===== config.mk =====
export PLATFORM = sky130hd
export DESIGN_NAME = rom_end_around_carry_checksum_fix
export DESIGN_NICKNAME = d
export VERILOG_FILES = /design/src/rtl/core/recsf_pkg.sv /design/src/rtl/core/recsf_verdict.sv /design/src/rtl/core/rom_end_around_carry_checksum_fix.sv
export SDC_FILE = /design/constraint.sdc
export NUM_CORES = 1
export LEC_CHECK = 0
export BUFFER_PORTS_ARGS = -buffer_cell sky130_fd_sc_hd__buf_2
export CORE_MARGIN = 3
export CORE_UTILIZATION = 29
export DETAILED_ROUTE_END_ITERATION = 7
export GPL_ROUTABILITY_DRIVEN = 0
export PLACE_DENSITY_LB_ADDON = 0.12
export SLEW_MARGIN = 10
export SYNTH_ARGS = -nofsm -noshare
export SYNTH_HDL_FRONTEND = slang
export SYNTH_SLANG_ARGS = --single-unit
export TNS_END_PERCENT = 10

===== constraint.sdc =====
create_clock -name clk -period 6 [get_ports clk]
set_clock_uncertainty 0.1 [all_clocks]
set_input_delay 0.6 -clock clk [delete_from_list [all_inputs] [get_ports clk]]
set_output_delay 0.6 -clock clk [all_outputs]
set_load 0.01 [all_outputs]

===== src/rtl/core/recsf_pkg.sv =====
// Shared types, codes and constants for the end-around-carry ROM checksum block.
package recsf_pkg;

  // Image capacity in bytes; counts are one bit wider than the offsets
  localparam int unsigned MAX_IMAGE_BYTES = 65536;
  localparam int unsigned COUNT_W         = $clog2(MAX_IMAGE_BYTES + 1);
  localparam int unsigned ADDR_W          = 16;
  localparam int unsigned CFG_DATA_W      = 17;
  localparam int unsigned CFG_INDEX_W     = 3;

  // Configuration register indexes
  localparam logic [CFG_INDEX_W-1:0] REG_EXPECTED_SUM   = 3'd0;
  localparam logic [CFG_INDEX_W-1:0] REG_COMPARE_ENABLE = 3'd1;
  localparam logic [CFG_INDEX_W-1:0] REG_CHECK_LENGTH   = 3'd2;
  localparam logic [CFG_INDEX_W-1:0] REG_FIX_ENABLE     = 3'd3;
  localparam logic [CFG_INDEX_W-1:0] REG_INJECT_ADDRESS = 3'd4;

  // Result status codes
  localparam logic [2:0] STATUS_OK           = 3'd0;
  localparam logic [2:0] STATUS_NO_EXPECTED  = 3'd1;
  localparam logic [2:0] STATUS_ADDR_BEYOND  = 3'd2;
  localparam logic [2:0] STATUS_ZERO_SUM_BAD = 3'd3;
  localparam logic [2:0] STATUS_TOO_LONG     = 3'd4;

  // Stream state after the current byte has been folded in
  typedef struct packed {
    logic [7:0]         running_sum;
    logic [COUNT_W-1:0] byte_count;
    logic               seen_nonzero;
    logic [7:0]         captured_byte;
    logic               too_long;
  } stream_t;

  // Configuration registers as seen by the result logic
  typedef struct packed {
    logic [7:0]            expected_sum;
    logic                  compare_enable;
    logic [COUNT_W-1:0]    check_length;
    logic                  fix_enable;
    logic [ADDR_W-1:0]     inject_address;
  } config_t;

  // One result item
  typedef struct packed {
    logic [7:0]         checksum;
    logic [COUNT_W-1:0] bytes_summed;
    logic [COUNT_W-1:0] total_bytes;
    logic               sum_matches;
    logic [7:0]         fix_byte;
    logic [2:0]         status;
  } result_t;

endpackage


===== src/rtl/core/recsf_verdict.sv =====
// Final-byte evaluation: summed count, compare, correcting byte and status.
module recsf_verdict (
  input  recsf_pkg::stream_t stream,
  input  recsf_pkg::config_t cfg,
  output recsf_pkg::result_t result
);

  logic [recsf_pkg::COUNT_W-1:0] summed;
  logic signed [9:0]             t_raw;
  logic signed [9:0]             t_adj;
  logic [2:0]                    status;
  logic                          fix_valid;

  // Limit the summed count to check_length when that is set
  always_comb begin
    summed = stream.byte_count;
    if (cfg.check_length != '0 && cfg.check_length < stream.byte_count) begin
      summed = cfg.check_length;
    end
  end

  // Correcting byte: shift the captured byte by the sum error, fold the wrap
  always_comb begin
    t_raw = $signed({2'b00, stream.captured_byte}) + $signed({2'b00, cfg.expected_sum})
          - $signed({2'b00, stream.running_sum});
    if (t_raw < 10'sd0) begin
      t_adj = t_raw - 10'sd1;
    end else if (t_raw > 10'sd255) begin
      t_adj = t_raw + 10'sd1;
    end else begin
      t_adj = t_raw;
    end
  end

  // Pick status by priority; fix only when every check passes
  always_comb begin
    status    = recsf_pkg::STATUS_OK;
    fix_valid = 1'b0;
    if (stream.too_long) begin
      status = recsf_pkg::STATUS_TOO_LONG;
    end else if (cfg.fix_enable) begin
      if (!cfg.compare_enable) begin
        status = recsf_pkg::STATUS_NO_EXPECTED;
      end else if ({1'b0, cfg.inject_address} >= stream.byte_count) begin
        status = recsf_pkg::STATUS_ADDR_BEYOND;
      end else if (cfg.expected_sum == 8'd0 && stream.seen_nonzero) begin
        status = recsf_pkg::STATUS_ZERO_SUM_BAD;
      end else begin
        fix_valid = 1'b1;
      end
    end
  end

  always_comb begin
    result.checksum     = stream.running_sum;
    result.bytes_summed = summed;
    result.total_bytes  = stream.byte_count;
    result.sum_matches  = cfg.compare_enable && (stream.running_sum == cfg.expected_sum);
    result.fix_byte     = fix_valid ? t_adj[7:0] : 8'd0;
    result.status       = status;
  end

endmodule


===== src/rtl/core/rom_end_around_carry_checksum_fix.sv =====
// Top level: end-around-carry ROM checksum with correcting byte and skid output.
//
//   channel  direction  handshake                 payload
//   in       input      in_valid / in_stall       data_byte, last_byte
//   out      output     out_valid / out_stall     checksum, bytes_summed, total_bytes,
//                                                 sum_matches, fix_byte, status
//   cfg      input      cfg_write                 cfg_index, cfg_data
//
// One byte is taken per cycle while in_stall is low; the sum, count and capture
// update in the cycle of the transfer, and a last byte loads its result into the
// output register at that same edge, or into the skid slot when that is held.
// Reset (rst, synchronous) clears the stream state, the registers and both
// output slots. A held result does not block input: a second result parks in
// the skid slot, and in_stall rises only while that slot is occupied.
module rom_end_around_carry_checksum_fix (
  input  logic                                clk,
  input  logic                                rst,
  input  logic                                in_valid,
  output logic                                in_stall,
  input  logic [7:0]                          data_byte,
  input  logic                                last_byte,
  output logic                                out_valid,
  input  logic                                out_stall,
  output logic [7:0]                          checksum,
  output logic [recsf_pkg::COUNT_W-1:0]       bytes_summed,
  output logic [recsf_pkg::COUNT_W-1:0]       total_bytes,
  output logic                                sum_matches,
  output logic [7:0]                          fix_byte,
  output logic [2:0]                          status,
  input  logic                                cfg_write,
  input  logic [recsf_pkg::CFG_INDEX_W-1:0]   cfg_index,
  input  logic [recsf_pkg::CFG_DATA_W-1:0]    cfg_data
);

  recsf_pkg::config_t cfg;
  recsf_pkg::stream_t stream;
  recsf_pkg::stream_t stream_next;
  recsf_pkg::result_t result_next;
  recsf_pkg::result_t out_reg;
  recsf_pkg::result_t skid_reg;
  logic               skid_valid;
  logic               in_xfer;
  logic               out_xfer;
  logic               new_result;
  logic [8:0]         sum_wide;

  assign in_stall   = skid_valid;
  assign in_xfer    = in_valid && !skid_valid;
  assign out_xfer   = out_valid && !out_stall;
  assign new_result = in_xfer && last_byte;

  // Write configuration registers; unknown indexes are dropped
  always_ff @(posedge clk) begin
    if (rst) begin
      cfg <= '0;
    end else if (cfg_write) begin
      unique case (cfg_index)
        recsf_pkg::REG_EXPECTED_SUM:   cfg.expected_sum   <= cfg_data[7:0];
        recsf_pkg::REG_COMPARE_ENABLE: cfg.compare_enable <= cfg_data[0];
        recsf_pkg::REG_CHECK_LENGTH:   cfg.check_length   <= cfg_data[recsf_pkg::COUNT_W-1:0];
        recsf_pkg::REG_FIX_ENABLE:     cfg.fix_enable     <= cfg_data[0];
        recsf_pkg::REG_INJECT_ADDRESS: cfg.inject_address <= cfg_data[recsf_pkg::ADDR_W-1:0];
        default: ;
      endcase
    end
  end

  // Fold the incoming byte into the stream state
  assign sum_wide = {1'b0, stream.running_sum} + {1'b0, data_byte};

  always_comb begin
    stream_next = stream;
    if (stream.byte_count[recsf_pkg::COUNT_W-1]) begin
      // capacity reached: drop the byte
      stream_next.too_long = 1'b1;
    end else begin
      if (data_byte != 8'd0) begin
        stream_next.seen_nonzero = 1'b1;
      end
      if (stream.byte_count == {1'b0, cfg.inject_address}) begin
        stream_next.captured_byte = data_byte;
      end
      if (cfg.check_length == '0 || stream.byte_count < cfg.check_length) begin
        stream_next.running_sum = sum_wide[7:0] + {7'd0, sum_wide[8]};
      end
      stream_next.byte_count = stream.byte_count + 1'b1;
    end
  end

  recsf_verdict u_verdict (
    .stream (stream_next),
    .cfg    (cfg),
    .result (result_next)
  );

  // Advance stream state; clear it after the last byte
  always_ff @(posedge clk) begin
    if (rst) begin
      stream <= '0;
    end else if (in_xfer) begin
      stream <= last_byte ? '0 : stream_next;
    end
  end

  // Output register with one skid slot behind it
  always_ff @(posedge clk) begin
    if (rst) begin
      out_valid  <= 1'b0;
      skid_valid <= 1'b0;
    end else begin
      if (!out_valid || out_xfer) begin
        if (skid_valid) begin
          out_valid  <= 1'b1;
          skid_valid <= 1'b0;
        end else begin
          out_valid <= new_result;
        end
      end else if (new_result) begin
        skid_valid <= 1'b1;
      end
    end
  end

  // Load the result payload into whichever slot takes it
  always_ff @(posedge clk) begin
    if (!out_valid || out_xfer) begin
      if (skid_valid) begin
        out_reg <= skid_reg;
      end else if (new_result) begin
        out_reg <= result_next;
      end
    end else if (new_result) begin
      skid_reg <= result_next;
    end
  end

  assign checksum     = out_reg.checksum;
  assign bytes_summed = out_reg.bytes_summed;
  assign total_bytes  = out_reg.total_bytes;
  assign sum_matches  = out_reg.sum_matches;
  assign fix_byte     = out_reg.fix_byte;
  assign status       = out_reg.status;

endmodule


==> results.md, run 1 <==
Synthesis:
- The share of flip-flops with an asynchronous set or reset after synthesis is 0.
- The mapped cell area is 0.01067 mm².
- The average size of a mapped cell is 9.999 µm².
- Synthesis handed over a netlist of 1067 instances.
- The total nets after synthesis is 1187.
- Of the synthesized area, sequential elements account for 0.4541.
- Synthesis inferred 188 register bits.
- The most used flip-flop cell after synthesis is edfxtp_1.
- The count of unique library cells instantiated by Yosys is 82.
- The number of synthesized flops with an enable pin is 108.
- The number of warnings reported in the yosys synthesis log is 0.

CTS:
- For this design, the sink count on the clock tree is 188.
- The clock tree synthesis step divided the H-tree into 4 levels.
- The maximum buffer depth of the clock tree is 2.
- The clock edge transition at the registers on the reported setup and hold paths is 80 ps.
- Counting the buffers created by CTS gives 17.
- The CTS tree is yes.
- In this run the clock root is driven by a clkbuf_16.
- Once the clock tree was built, the setup fixing pass inserted 0 buffers.
- Clock latency on the worst-skew pair, taken at its later pin, is 450 ps.

Hold path:
- The worst hold path passes through 2 cells.
- The min-delay analysis places its worst path in the category in2reg.
- The hold-critical path endpoint is cfg[41].
- The startpoint of the worst hold path is rst.

Critical path:
- Data on the critical path arrives at its endpoint at 5790 ps.
- The critical path is of the reg2reg type.
- STA puts the critical path data required time at 6150 ps.
- The highest net fanout along the worst path is 9.
- The critical path goes through ha_1, fa_1, a21oi_2, o211a_1, o21bai_1, a21o_1, ha_1, and3_1, o2111ai_1, nor4_2, xnor3_1, mux2i_1, inv_1, fa_1, inv_1, ha_1, or3_1, o31a_1, xor2_4, nand4b_1, and3_1, o41ai_1.
- For this run, the slowest stage of the critical path takes 510 ps.
- The type of origin of the critical path is a flip-flop.
- The critical path contains buffers and inverters numbering 2 combined.
- Counting stages on the worst path, the most repeated cell is ha_1.
- The critical path capture point type is a flip-flop.
- The total stage count of the critical path is 22.
- The beginning of the worst register-to-register path is stream[27].
- The worst-path cell with the longest stage delay is fa_1.
- Among cell families on the critical path, the largest total delay comes from compound AO/OA/AOI/OAI gates.
- The reg-to-reg setup timing slack is 350 ps.
- The number of cells on the worst reg-to-reg path is 22.
- The end of the worst register-to-register path is fix_byte[6].

Global routing:
- The initial antenna violation count is 1.
- The met2 routing resource usage after global routing is 0.2189.
- The met3 layer usage reported by global route is 0.02705.
- The via count of the first global-routing pass is 7590.
- Entering global routing, the biggest net connects 76 pins.
- Summed over all layers, the global routing overflow is 0.
- The first global-routing pass estimated 47130 µm of wire.
- In the global route stage, overall resource usage came out at 0.1575.
- The met1 usage is 0.2474.
- After global routing, the most crowded layer is met1.

Outcome:
- The run finished with clean final reports.

Cells and area:
- From synthesis to final layout, the design area changed by 15.41%.
- Of the cells placed in the final design, the portion with a size suffix greater than 1 is 0.1770.
- The finished cells cover 0.01231 mm².
- Leaving out fill and tap cells, the most frequent cell in the layout is nand2_1.
- The register with the most flip-flops in the layout has 54 of them.
- At the end of the flow, the number of nets in the layout was 1271.
- In the layout the commonest cells are 143 x nand2_1, 108 x edfxtp_1, 89 x a21oi_1, 89 x buf_2.
- The number of standard cells in the layout, taps in and fillers out is 1626.
- Once layout is complete, the utilization of the core stands at 0.3428.

Placement:
- The count of buffers from port buffering is 89.
- The placed instance area is 0.01168 mm².
- The pre-CTS setup slack is 2.811 ps.
- The detailed-placement wirelength estimate is 23190 µm.
- After detailed placement, the design holds a cell count of 1593.

STA:
- The final hold slack is 286.0 ps.
- The total negative slack for setup checks is 0 ps.
- Dividing the final minimum period by the clock period gives 0.9409.
- Timing would allow up to 0.1771 GHz.
- The max-slew violation total from the final report is 0.
- Setup slack closes at 354.8 ps.
- The actual slew at the worst max-slew pin is 1114 ps.
- Setup violations remaining at the end of the flow were counted as 0.
- The total count of hold-check failures in the final report came to 0.
- Measured against its own limit, the worst slew margin works out to 0.2548.
- The final critical delay including setup and external delays is 5645 ps.
- Setup repair after global routing left no endpoint under its margin.

Pwr:
- The cell area power density is 298.0 mW/mm².
- The leakage power of the design is 4.709 nW.
- The total power is 3.669 mW.
- IR analysis of the VDD net gives a maximum drop of 0.1969 mV.

Floorplanning:
- In this run the count of I/O pins placed on the die edge is 90.
- The row count is 69.
- The die covers 0.03913 mm².
- The area of the core is 0.03591 mm².
- For this configuration, the core starts out at a cell density of 0.2971.
- Measured along the y axis, the die boundary spans 197.8 µm.
- The floorplan die width is 197.8 µm.

Drt:
- The final route contains 8068 vias.
- The violation count after the first detailed-route iteration is 554.
- The final layout contains routed wiring with a total length of 30500 µm.
- The number of iterations in the first detailed-routing pass is 5.
- Dividing the detail-routed via count by the number of cells gives 4.962.
- The number of remaining DRC errors is 0.
- The average wire per cell in the routed design is 18.76 µm.
- Once detail routing completed, the nets flagged for antenna violations numbered 0.

Run:
- The tool flagged a number of max-cap violations equal to 0.
-- report_power, final --
part	total, mW	internal, mW	leakage, nW	switching (mW)
Clock	1.20	0.634	0.296	0.566
Combinational	1.02	0.401	2.75	0.619
Sequential	1.45	1.42	1.66	0.0260
-- how the worst max path moves through the flow --
stage / from / endpoint / slack (ps)
after floorplan: data_byte[0] / fix_byte[6] / 500
after detailed placement: data_byte[0] / fix_byte[6] / 3
after global routing: stream[27] / fix_byte[7] / 0.2
after global placement: data_byte[0] / fix_byte[6] / 100
final: stream[27] / fix_byte[6] / 350
after CTS: stream[27] / fix_byte[6] / 200
-- what timing repair did --
action / in CTS / in global routing
endpoints found under the setup margin: 0 / 11
gates resized for setup: 0 / 4
hold buffers: 0 / 0
-- kinds of logic (layout without fill, tap and decap cells) --
logic type,count (synthesis),count (layout),share of synthesized area
AO/OA/AOI/OAI,240,240,0.1471
XOR/XNOR,48,48,0.04386
adder cells (fa/ha/maj),86,86,0.1072
buffers and inverters,108,205,0.04187
flip-flops,188,188,0.4541
multiplexers,41,41,0.04339
other,0,1,0
AND/OR/NAND/NOR,356,356,0.1625
-- cell type report --
class / instances / area (µm²)
fill: 3690 / 23600
multi-input combinational: 771 / 5419
sequential: 188 / 4850
timing repair buffer: 115 / 640.6
tap: 461 / 576.8
clock buffer: 18 / 429.2
inverter: 58 / 217.7
clock inverter: 14 / 177.7
antenna: 1 / 2.502
-- cell usage after synthesis (4+ instances only) --
cell | number | share of area
nand2_1 | 143 | 0.050
edfxtp_1 | 108 | 0.30
a21oi_1 | 90 | 0.042
dfxtp_1 | 80 | 0.15
nor2_1 | 79 | 0.028
ha_1 | 77 | 0.090
inv_1 | 57 | 0.020
xnor2_1 | 33 | 0.027
clkbuf_1 | 30 | 0.011
nor3_1 | 29 | 0.014
mux2_2 | 28 | 0.030
o21ai_0 | 24 | 0.011
o31ai_1 | 23 | 0.016
a21o_1 | 20 | 0.014
a22oi_1 | 20 | 0.014
nand4_1 | 16 | 0.0094
nand3_1 | 13 | 0.0061
nor4_1 | 13 | 0.0076
buf_2 | 11 | 0.0052
mux2i_1 | 11 | 0.010
xor2_1 | 11 | 0.0090
a211oi_1 | 10 | 0.0070
fa_1 | 9 | 0.017
a31oi_1 | 8 | 0.0047
and3_1 | 7 | 0.0041
nand2b_1 | 7 | 0.0041
nor2b_1 | 7 | 0.0041
or3_1 | 7 | 0.0041
and2_1 | 5 | 0.0029
a32oi_1 | 4 | 0.0033
nand3b_1 | 4 | 0.0028
nand4b_1 | 4 | 0.0033
o211ai_1 | 4 | 0.0028
o21a_1 | 4 | 0.0028
o21ai_1 | 4 | 0.0019
-- worst register-to-register path: stages, from the launching register on --
cell and delay [ps]:
dfxtp_2 420, ha_1 250, fa_1 250, a21oi_2 70
o211a_1 230, o21bai_1 170, a21o_1 150, ha_1 160
and3_1 200, o2111ai_1 160, nor4_2 220, xnor3_1 410
mux2i_1 220, inv_1 110, fa_1 510, inv_1 40
ha_1 210, or3_1 310, o31a_1 310, xor2_4 270
nand4b_1 150, and3_1 200, o41ai_1 310
-- metal layers --
metal | share of wire | vias to the layer above | routed length (µm)
met5 | 0.00023 | - | 7
met4 | 0.015 | 2 | 459
met3 | 0.047 | 25 | 1421
met2 | 0.40 | 169 | 12300
met1 | 0.53 | 3838 | 16300
li1 | - | 4034 | -
Note: power is estimated with default switching activity, not from simulation.
==> run 2, diff against run 1 <==
--- a/config.mk
+++ b/config.mk
@@ -8,6 +8,7 @@
 export BUFFER_PORTS_ARGS = -buffer_cell sky130_fd_sc_hd__buf_2
 export CORE_MARGIN = 3
 export CORE_UTILIZATION = 29
+export CTS_BUF_LIST = sky130_fd_sc_hd__clkbuf_16
 export DETAILED_ROUTE_END_ITERATION = 7
 export GPL_ROUTABILITY_DRIVEN = 0
 export PLACE_DENSITY_LB_ADDON = 0.12
==> run 2 against run 1 <==
  * Largest power group unchanged
  * Sequential share of layout area unchanged
  * Via count is essentially flat
  * First-iteration DRC count stayed put
  * Highest routed layer unchanged
  * Critical endpoint unchanged
==> results.md, run 2 (same netlist as run 1, synthesis figures left out) <==
Outcome:
- Run status: completed (unchanged).

Floorplanning:
- The full die area came to 0.03913 mm² (unchanged).
- The area of the core is 0.03591 mm² (unchanged).
- The count of pins on the block boundary came to 90 (unchanged).
- The effective utilization at floorplan is 0.2971 (unchanged).
- The die height is 197.8 µm (unchanged).
- The row count is 69 (unchanged).
- The floorplan die width was 197.8 µm (unchanged).

Cells and area:
- The fraction of layout cells with a size suffix above 1 came to 0.1770 (unchanged).
- The most frequent standard cell in the layout excluding fill and tap cells is nand2_1 (unchanged).
- Most frequent cells in the layout: 143 x nand2_1, 108 x edfxtp_1, 89 x a21oi_1, 89 x buf_2 (unchanged).
- The number of flip-flops under the largest register name is 54 (unchanged).
- The count of nets after finishing came to 1271 (unchanged).
- The area growth from synthesis to layout was 15.41% (unchanged).
- The final core area utilization is 0.3428 (unchanged).

CTS:
- The clock edge transition at the registers on the reported setup and hold paths is 80 ps (about the same).
- The source-to-sink clock delay at the later pin of the worst-skew pair came to 450 ps (about the same).
- The CTS buffer count is 17 (unchanged).
- The total of hold buffers inserted after clock tree synthesis came to 0 (unchanged).
- The clock tree root buffer cell is clkbuf_16 (unchanged).
- The setup fix buffers added after clock tree synthesis is 0 (unchanged).
- The CTS tree is yes (unchanged).
- The deepest level of the CTS H-tree is 4 (unchanged).
- The number of clock sinks seen by CTS came to 188 (unchanged).
- The maximum buffer depth of the clock tree was 2 (unchanged).

Drt:
- The number of iterations in the first detailed-routing pass was 5 (unchanged).
- The post-detailed-route count of antenna-violating nets is 0 (unchanged).
- The vias after detailed routing is 8062 (was 8068).
- The final wirelength was 30500 µm (about the same).
- The violation count after the first detailed-route iteration came to 554 (unchanged).
- The average wire per cell in the routed design was 18.75 µm (was 18.76 µm).
- The average vias per placed instance was 4.958 (was 4.962).
- The number of remaining DRC errors came to 0 (unchanged).

Critical path:
- The number of cell instances on the worst register-to-register path came to 22 (unchanged).
- The endpoint required time on the critical path was 6140 ps (was 6150 ps).
- The beginning of the worst register-to-register path is stream[27] (unchanged).
- The classification of the worst setup path was reg2reg (unchanged).
- The worst endpoint data arrival time came to 5790 ps (about the same).
- The critical path capture point type is a flip-flop (unchanged).
- The end of the worst register-to-register path is fix_byte[6] (unchanged).
- The type of origin of the critical path was a flip-flop (unchanged).
- The highest net fanout along the worst path is 9 (unchanged).
- The reg-to-reg setup timing slack is 350 ps (about the same).

Global routing:
- The initial antenna violation count is 1 (unchanged).
- The via count of the first global-routing pass is 7590 (unchanged).
- The global-route wire length before repair is 47130 µm (unchanged).
- The global route total overflow is 0 (unchanged).
- The largest net degree at the start of global routing is 76 (unchanged).
- The global router's overall resource usage is 0.1575 (unchanged).

Pwr:
- The switching power is 1.211 mW (about the same).
- The leakage power of the design is 4.713 nW (was 4.709 nW).
- The cell area power density is 297.8 mW/mm² (was 298.0 mW/mm²).
- The maximum resistive drop on vdd is 0.1969 mV (about the same).
- The clock network fraction of total power came to 0.327 (about the same).
- The combinational power share came to 0.278 (about the same).
- The cell-internal power was 2.456 mW (was 2.458 mW).
- The switching share of power was 0.3302 (was 0.3301).
- The sequential power share was 0.395 (about the same).

Placement:
- The count of buffers from port buffering came to 89 (unchanged).
- The detailed-placement wirelength estimate is 23190 µm (unchanged).

Hold path:
- The hold-critical path endpoint is cfg[41] (unchanged).
- The worst hold path depth came to 2 (unchanged).
- The startpoint of the worst hold path is rst (unchanged).
- The class of the tightest hold or removal check is in2reg (unchanged).

STA:
- The actual slew at the worst max-slew pin is 1114 ps (about the same).
- The max-slew headroom at the worst pin is 0.2548 (unchanged).
- The final critical delay including setup and external delays came to 5645 ps (about the same).
- The final cycle utilization of the critical path came to 0.9409 (about the same).
- The max-slew violation total from the final report is 0 (unchanged).
- Setup repair after global routing missed its margin: false (unchanged).
- The total count of hold-check failures in the final report came to 0 (unchanged).
- The achievable frequency came to 0.1771 GHz (about the same).
- The setup violation total in the final timing report is 0 (unchanged).
- The total negative slack for setup checks is 0 ps (unchanged).

Run:
- The reported max-cap violation count was 0 (unchanged).
run 2: worst max path at each step:
stage,startpoint,cells past startpoint,to
2_1_floorplan,data_byte[0],22,fix_byte[6]
3_3_place_gp,data_byte[0],23,fix_byte[6]
3_5_place_dp,data_byte[0],23,fix_byte[6]
4_1_cts,stream[27],24,fix_byte[6]
5_1_grt,stream[27],22,fix_byte[7]
6_report,stream[27],22,fix_byte[6]
run 2: layout make-up:
cell class,instances,area [µm²]
Timing Repair Buffer,115,640.6
Tap cell,461,576.8
Sequential cell,188,4850
Multi-Input combinational cell,771,5419
Inverter,58,217.7
Clock buffer,17,425.4
Clock inverter,15,181.4
Antenna cell,1,2.502
Fill cell,3690,23600
run 2: timing repair:
action                                  in CTS  in global routing
endpoints found under the setup margin       0                 11
resized for setup                            0                  4
endpoints found under the hold margin        0                  0
run 2: power by group through the flow:
stage	sequential, mW	clock, mW	combinational, mW
floorplan	1.48	0	0.710
global placement	1.48	0	1.01
detailed placement	1.48	0	1.01
CTS	1.45	1.23	1.02
global route	1.45	1.27	1.15
finish	1.45	1.20	1.02
run 2: worst max-delay path, stage by stage, from the launching register on:
cell and delay [ps]:
dfxtp_2 420, ha_1 250, fa_1 250, a21oi_2 70, o211a_1 230, o21bai_1 170
a21o_1 150, ha_1 160, and3_1 200, o2111ai_1 160, nor4_2 220, xnor3_1 410
mux2i_1 220, inv_1 110, fa_1 510, inv_1 40, ha_1 210, or3_1 310
o31a_1 310, xor2_4 260, nand4b_1 150, and3_1 200, o41ai_1 310
run 2: per-layer routing:
metal / wire length (µm) / up-vias / track usage
met1: 16320 / 3834 / 0.2474
li1: - / 4034 / -
met4: 459 / 2 / 0.04456
met3: 1405 / 25 / 0.02705
met5: 7 / - / 0
met2: 12300 / 167 / 0.2189
run 2: per-stage QoR:
step / power [mW] / setup slack [ps] / instance area, µm² / hold WS (ps) / cells
after global placement: 2.493 / 99.97 / 11680 / 353.4 / 1593
after CTS: 3.699 / 197.0 / 12290 / 267.0 / 1625
after floorplan: 2.194 / 502.1 / 10670 / 337.3 / 1067
final: 3.667 / 354.8 / 12310 / 286.0 / 1626
after global routing: 3.879 / 0.1616 / 12310 / 282.0 / 1625
after detailed placement: 2.486 / 2.811 / 11680 / 366.1 / 1593
